## src/sv/pvd_pkg.sv

```systemverilog
// Package for the prefix-length varint decoder.
// Holds prefix byte thresholds and result status codes; no dependencies.
package pvd_pkg;

  localparam logic [7:0] PREFIX_2B      = 8'h80;
  localparam logic [7:0] PREFIX_3B      = 8'hC0;
  localparam logic [7:0] PREFIX_4B      = 8'hE0;
  localparam logic [7:0] PREFIX_5B      = 8'hF0;
  localparam logic [7:0] PREFIX_TOO_BIG = 8'hF1;

  localparam int unsigned VALUE_W = 31;
  localparam int unsigned COUNT_W = 3;
  localparam int unsigned STATUS_W = 2;
  localparam int unsigned ACC_W = 32;

  typedef logic [STATUS_W-1:0] status_t;

  localparam status_t ST_OK       = 2'd0;
  localparam status_t ST_TOO_BIG  = 2'd1;
  localparam status_t ST_NEGATIVE = 2'd2;

endpackage

```

## src/sv/prefix_varint_decoder.sv

```systemverilog
// Top level of the prefix-length varint decoder; depends on pvd_pkg.
// One byte per transfer in, one decoded number per completed prefix code out.
// The result is registered at the transfer of a number's last byte and can
// be taken in the next cycle. Throughput: one byte per cycle; input
// stalls only while the output register is full and not being taken.
// Reset: synchronous; clears decode state and the output valid.
module prefix_varint_decoder (
  input  logic                          clk,
  input  logic                          rst,
  input  logic                          in_valid,
  output logic                          in_ready,
  input  logic [7:0]                    in_byte,
  output logic                          out_valid,
  input  logic                          out_ready,
  output logic [pvd_pkg::VALUE_W-1:0]   value,
  output logic [pvd_pkg::COUNT_W-1:0]   byte_count,
  output pvd_pkg::status_t              status
);

  logic [2:0]                  bytes_remaining, bytes_remaining_next;
  logic [pvd_pkg::ACC_W-1:0]   accumulator, accumulator_next;
  logic [pvd_pkg::ACC_W-1:0]   acc_shift;
  logic [2:0]                  length_so_far, length_so_far_next;
  logic                        fire;
  logic                        res_valid;
  logic [pvd_pkg::VALUE_W-1:0] res_value;
  logic [pvd_pkg::COUNT_W-1:0] res_count;
  pvd_pkg::status_t            res_status;

  assign in_ready  = !out_valid || out_ready;
  assign fire      = in_valid && in_ready;
  assign acc_shift = {accumulator[pvd_pkg::ACC_W-9:0], in_byte};

  always_comb begin
    bytes_remaining_next = bytes_remaining;
    accumulator_next     = accumulator;
    length_so_far_next   = length_so_far;
    res_valid            = 1'b0;
    res_value            = '0;
    res_count            = 3'd1;
    res_status           = pvd_pkg::ST_OK;
    if (bytes_remaining == 3'd0) begin
      priority if (in_byte < pvd_pkg::PREFIX_2B) begin
        res_valid = 1'b1;
        res_value = {{(pvd_pkg::VALUE_W-8){1'b0}}, in_byte};
      end else if (in_byte >= pvd_pkg::PREFIX_TOO_BIG) begin
        res_valid          = 1'b1;
        res_status         = pvd_pkg::ST_TOO_BIG;
        accumulator_next   = '0;
        length_so_far_next = 3'd0;
      end else begin
        length_so_far_next = 3'd1;
        priority if (in_byte < pvd_pkg::PREFIX_3B) begin
          accumulator_next     = {{(pvd_pkg::ACC_W-6){1'b0}}, in_byte[5:0]};
          bytes_remaining_next = 3'd1;
        end else if (in_byte < pvd_pkg::PREFIX_4B) begin
          accumulator_next     = {{(pvd_pkg::ACC_W-5){1'b0}}, in_byte[4:0]};
          bytes_remaining_next = 3'd2;
        end else if (in_byte < pvd_pkg::PREFIX_5B) begin
          accumulator_next     = {{(pvd_pkg::ACC_W-4){1'b0}}, in_byte[3:0]};
          bytes_remaining_next = 3'd3;
        end else begin
          accumulator_next     = '0;
          bytes_remaining_next = 3'd4;
        end
      end
    end else begin
      accumulator_next     = acc_shift;
      bytes_remaining_next = bytes_remaining - 3'd1;
      length_so_far_next   = length_so_far + 3'd1;
      if (bytes_remaining == 3'd1) begin
        res_valid          = 1'b1;
        res_count          = length_so_far + 3'd1;
        accumulator_next   = '0;
        length_so_far_next = 3'd0;
        if (acc_shift[pvd_pkg::ACC_W-1]) begin
          res_status = pvd_pkg::ST_NEGATIVE;
        end else begin
          res_value = acc_shift[pvd_pkg::VALUE_W-1:0];
        end
      end
    end
  end

  always_ff @(posedge clk) begin
    if (rst) begin
      bytes_remaining <= 3'd0;
      accumulator     <= '0;
      length_so_far   <= 3'd0;
    end else if (fire) begin
      bytes_remaining <= bytes_remaining_next;
      accumulator     <= accumulator_next;
      length_so_far   <= length_so_far_next;
    end
  end

  always_ff @(posedge clk) begin
    if (rst) begin
      out_valid <= 1'b0;
    end else if (fire && res_valid) begin
      out_valid <= 1'b1;
    end else if (out_ready) begin
      out_valid <= 1'b0;
    end
  end

  always_ff @(posedge clk) begin
    if (fire && res_valid) begin
      value      <= res_value;
      byte_count <= res_count;
      status     <= res_status;
    end
  end

endmodule

```

## config.mk

```make
export PLATFORM = sky130hd
export DESIGN_NAME = prefix_varint_decoder
export DESIGN_NICKNAME = d
export VERILOG_FILES = /design/src/sv/pvd_pkg.sv /design/src/sv/prefix_varint_decoder.sv
export SDC_FILE = /design/constraint.sdc
export NUM_CORES = 1
export LEC_CHECK = 0
export BUFFER_PORTS_ARGS = -buffer_cell sky130_fd_sc_hd__clkbuf_2
export CAP_MARGIN = 20
export CORE_MARGIN = 2
export CORE_UTILIZATION = 35
export CTS_CLUSTER_DIAMETER = 200
export DETAILED_ROUTE_END_ITERATION = 6
export SYNTH_ARGS = -nofsm -noshare
export SYNTH_HDL_FRONTEND = slang
export SYNTH_SLANG_ARGS = --single-unit
```

## constraint.sdc

```tcl
create_clock -name clk -period 3.5 [get_ports clk]
set_input_delay 0.35 -clock clk [delete_from_list [all_inputs] [get_ports clk]]
set_output_delay 0.35 -clock clk [all_outputs]
set_load 0.005 [all_outputs]
```

==> impl_metrics.json <==
{
  "status": "complete, no violations",
  "start_kind": "flip-flop",
  "utilization": 0.426,
  "fin_tns_setup_ns": 0,
  "timing.final.crit_share": 0.588,
  "cts_buffers": 9,
  "yosysSeqAreaShare": 0.623,
  "routed_wl_microns": 5450,
  "slew_viol_final": 0,
  "clock-sinks": 67,
  "crit_arrival_ns": 2.32,
  "coreArea_sq_um": 7650,
  "die_h_microns": 92.4,
  "hpwl_microns": 3590,
  "clk_latency_ns": 0.34,
  "synth-compound-area-share": 0.0939,
  "final_area_sq_um": 3260,
  "numPlacedInstances": 389,
  "p_seq_frac": 0.505,
  "critPathCaptureType": "flip-flop",
  "core.rowCount": 32,
  "io-pin-count": 50,
  "avgSynthCellArea_sq_um": 11.0,
  "grt_max_degree": 32,
  "place.gp.congestion": 0.817,
  "rsz0062_at_grt": "no",
  "hold_slack_ns": 0.281,
  "synthArstFlopShare": 0,
  "fin_ws_ns": 1.44,
  "maxCapViolations": 0,
  "slew_headroom": 0.551,
  "ir_drop_v": 0.000203,
  "leakagePower_nw": 1.22,
  "postCtsHoldBufs": 0,
  "drc_errors": 0,
  "dieArea_sq_um": 8530,
  "grt_pass1_wl_microns": 8960,
  "tightest_slew_ns": 0.673,
  "vias": 1942,
  "syn_area_sq_um": 2730,
  "placement.io_buffers": 49,
  "overflow": 0,
  "cts_resized": 0,
  "ant_nets": 0,
  "setup-violations-final": 0,
  "final_nets": 314,
  "drtIter0Drc": 115,
  "clk_pin_slew_ns": 0.07,
  "start_util": 0.357,
  "p_comb_frac": 0.151,
  "syn_inst": 248,
  "cts_tree": "yes",
  "total_power_mw": 1.85,
  "synth_adder_area_share": 0.0183,
  "ys_ff_latch": 67,
  "hold_violations": 0,
  "pwr-share-clk": 0.344,
  "cellInternalPower_mw": 1.35,
  "final_layout_size_suffix_gt1_frac": 0.254,
  "dieWidth_microns": 92.4,
  "synth_top_family_by_area": "simple AND/OR/NAND/NOR gates",
  "fin_cells": 405,
  "clock_path_buffers": 2,
  "area.growth.synth_to_final_pct": 19.3,
  "synth.area.mux_share": 0.00366,
  "grt_pass1_vias": 1786,
  "swShare": 0.268,
  "synth-simple-area-share": 0.223,
  "avgRoutedWirePerCell_microns": 13.5,
  "post_dp_cell_area_sq_um": 3070,
  "h-tree-depth": 3,
  "critPathRequiredTime_ns": 3.76,
  "holdCritPathClass": "in2reg",
  "grt_use_total": 0.137,
  "antenna_found_initial": 0,
  "critPathKind": "reg2reg",
  "ys_warn_count": 0,
  "fin_crit_ns": 2.06,
  "fmax_mhz": 486,
  "critical_path.max_fanout": 22,
  "synth-xor-area-share": 0.00321,
  "post_cts_buffers": 0,
  "synth_edf_count": 36,
  "synth_fp_nets": 264,
  "via_per_inst": 4.80,
  "firstDrtPassIters": 4,
  "dp_slack_ns": 1.44,
  "finalClockSkew_ns": 0.00528,
  "synthFlopType": "edfxtp_1",
  "root_buffer": "clkbuf_8",
  "power_density_nw_per_um2": 567,
  "synth.distinct_cells": 42,
  "power.switching_mw": 0.495,
  "antennaDiodeCount": 0
}
==> power groups by stage <==
stage / combinational (mW) / clock (mW) / sequential, mW
global route: 0.309 / 0.679 / 0.941
floorplan: 0.170 / 0 / 0.955
global placement: 0.278 / 0 / 0.951
detailed placement: 0.281 / 0 / 0.952
finish: 0.279 / 0.635 / 0.933
CTS: 0.282 / 0.649 / 0.934
==> cell usage in the layout, fill, tap and decap left out, types with 2 or more instances in the layout <==
master and instances:
nor2_1 10, nand2_1 27, inv_1 5, buf_4 4, clkbuf_8 10, ha_1 4
a21oi_1 28, nor3_1 2, clkbuf_2 49, dfxtp_1 31, edfxtp_1 36, o21ai_0 5
and2_1 26, clkinv_2 2, nand4_1 2, nor2b_1 8, nand3_1 25
==> sequential cells by signal, indices dropped and copies added, names as in the netlist <==
signal	cells
value	31
accumulator	24
byte_count	3
bytes_remaining	3
length_so_far	3
status	2
out_valid	1
==> synth_stat cells, types with 2 or more instances <==
library cell / n / area [sq um]
nor3_1: 3 / 15.0
nand4_1: 2 / 12.5
nand3_1: 25 / 125
edfxtp_1: 36 / 1080
clkbuf_1: 5 / 18.8
ha_1: 4 / 50.1
and2_1: 26 / 163
clkbuf_2: 2 / 10.0
buf_2: 4 / 20.0
nand2_1: 27 / 101
nor2_1: 10 / 37.5
o21ai_0: 5 / 25.0
inv_1: 5 / 18.8
a21oi_1: 28 / 140
buf_4: 2 / 15.0
dfxtp_1: 31 / 621
nor2b_1: 8 / 50.1
==> critical path, stage by stage (launching register included) <==
cell	delay, ns
dfxtp_1	0.35
inv_1	0.08
ha_1	0.29
nor3b_2	0.21
nor3_2	0.41
buf_4	0.35
nand3_1	0.11
a21oi_1	0.17
==> routing by layer <==
metal  vias up  GRT usage  routed length, microns
li1        972          -                       -
met1       907      0.173                    2440
met2        51      0.216                    2610
met3        12     0.0317                     247
met4         0     0.0821                     151
met5         -          0                       0
==> cell type report <==
cell class,instances,area [sq um]
Tap cell,102,128
Clock buffer,11,141
Sequential cell,67,1700
Timing Repair Buffer,53,275
Fill cell,743,4390
Inverter,6,22.5
Multi-Input combinational cell,161,938
Clock inverter,5,52.6
==> final timing paths <==
path | start | end | slack, ns | depth (start not counted)
max | bytes_remaining[0] | accumulator[23] | 1.44 | 7
min | in_valid | out_valid | 0.28 | 3
max reg2reg | bytes_remaining[0] | accumulator[23] | 1.44 | 7
min reg2reg | accumulator[21] | accumulator[21] | 0.45 | 2
==> cell families after synthesis <==
group | Yosys count
XOR/XNOR | 1
flip-flops | 67
AO/OA/AOI/OAI | 43
multiplexers | 1
buffers and inverters | 20
AND/OR/NAND/NOR | 112
adder cells (fa/ha/maj) | 4
Power figures use the tool's default switching activity.
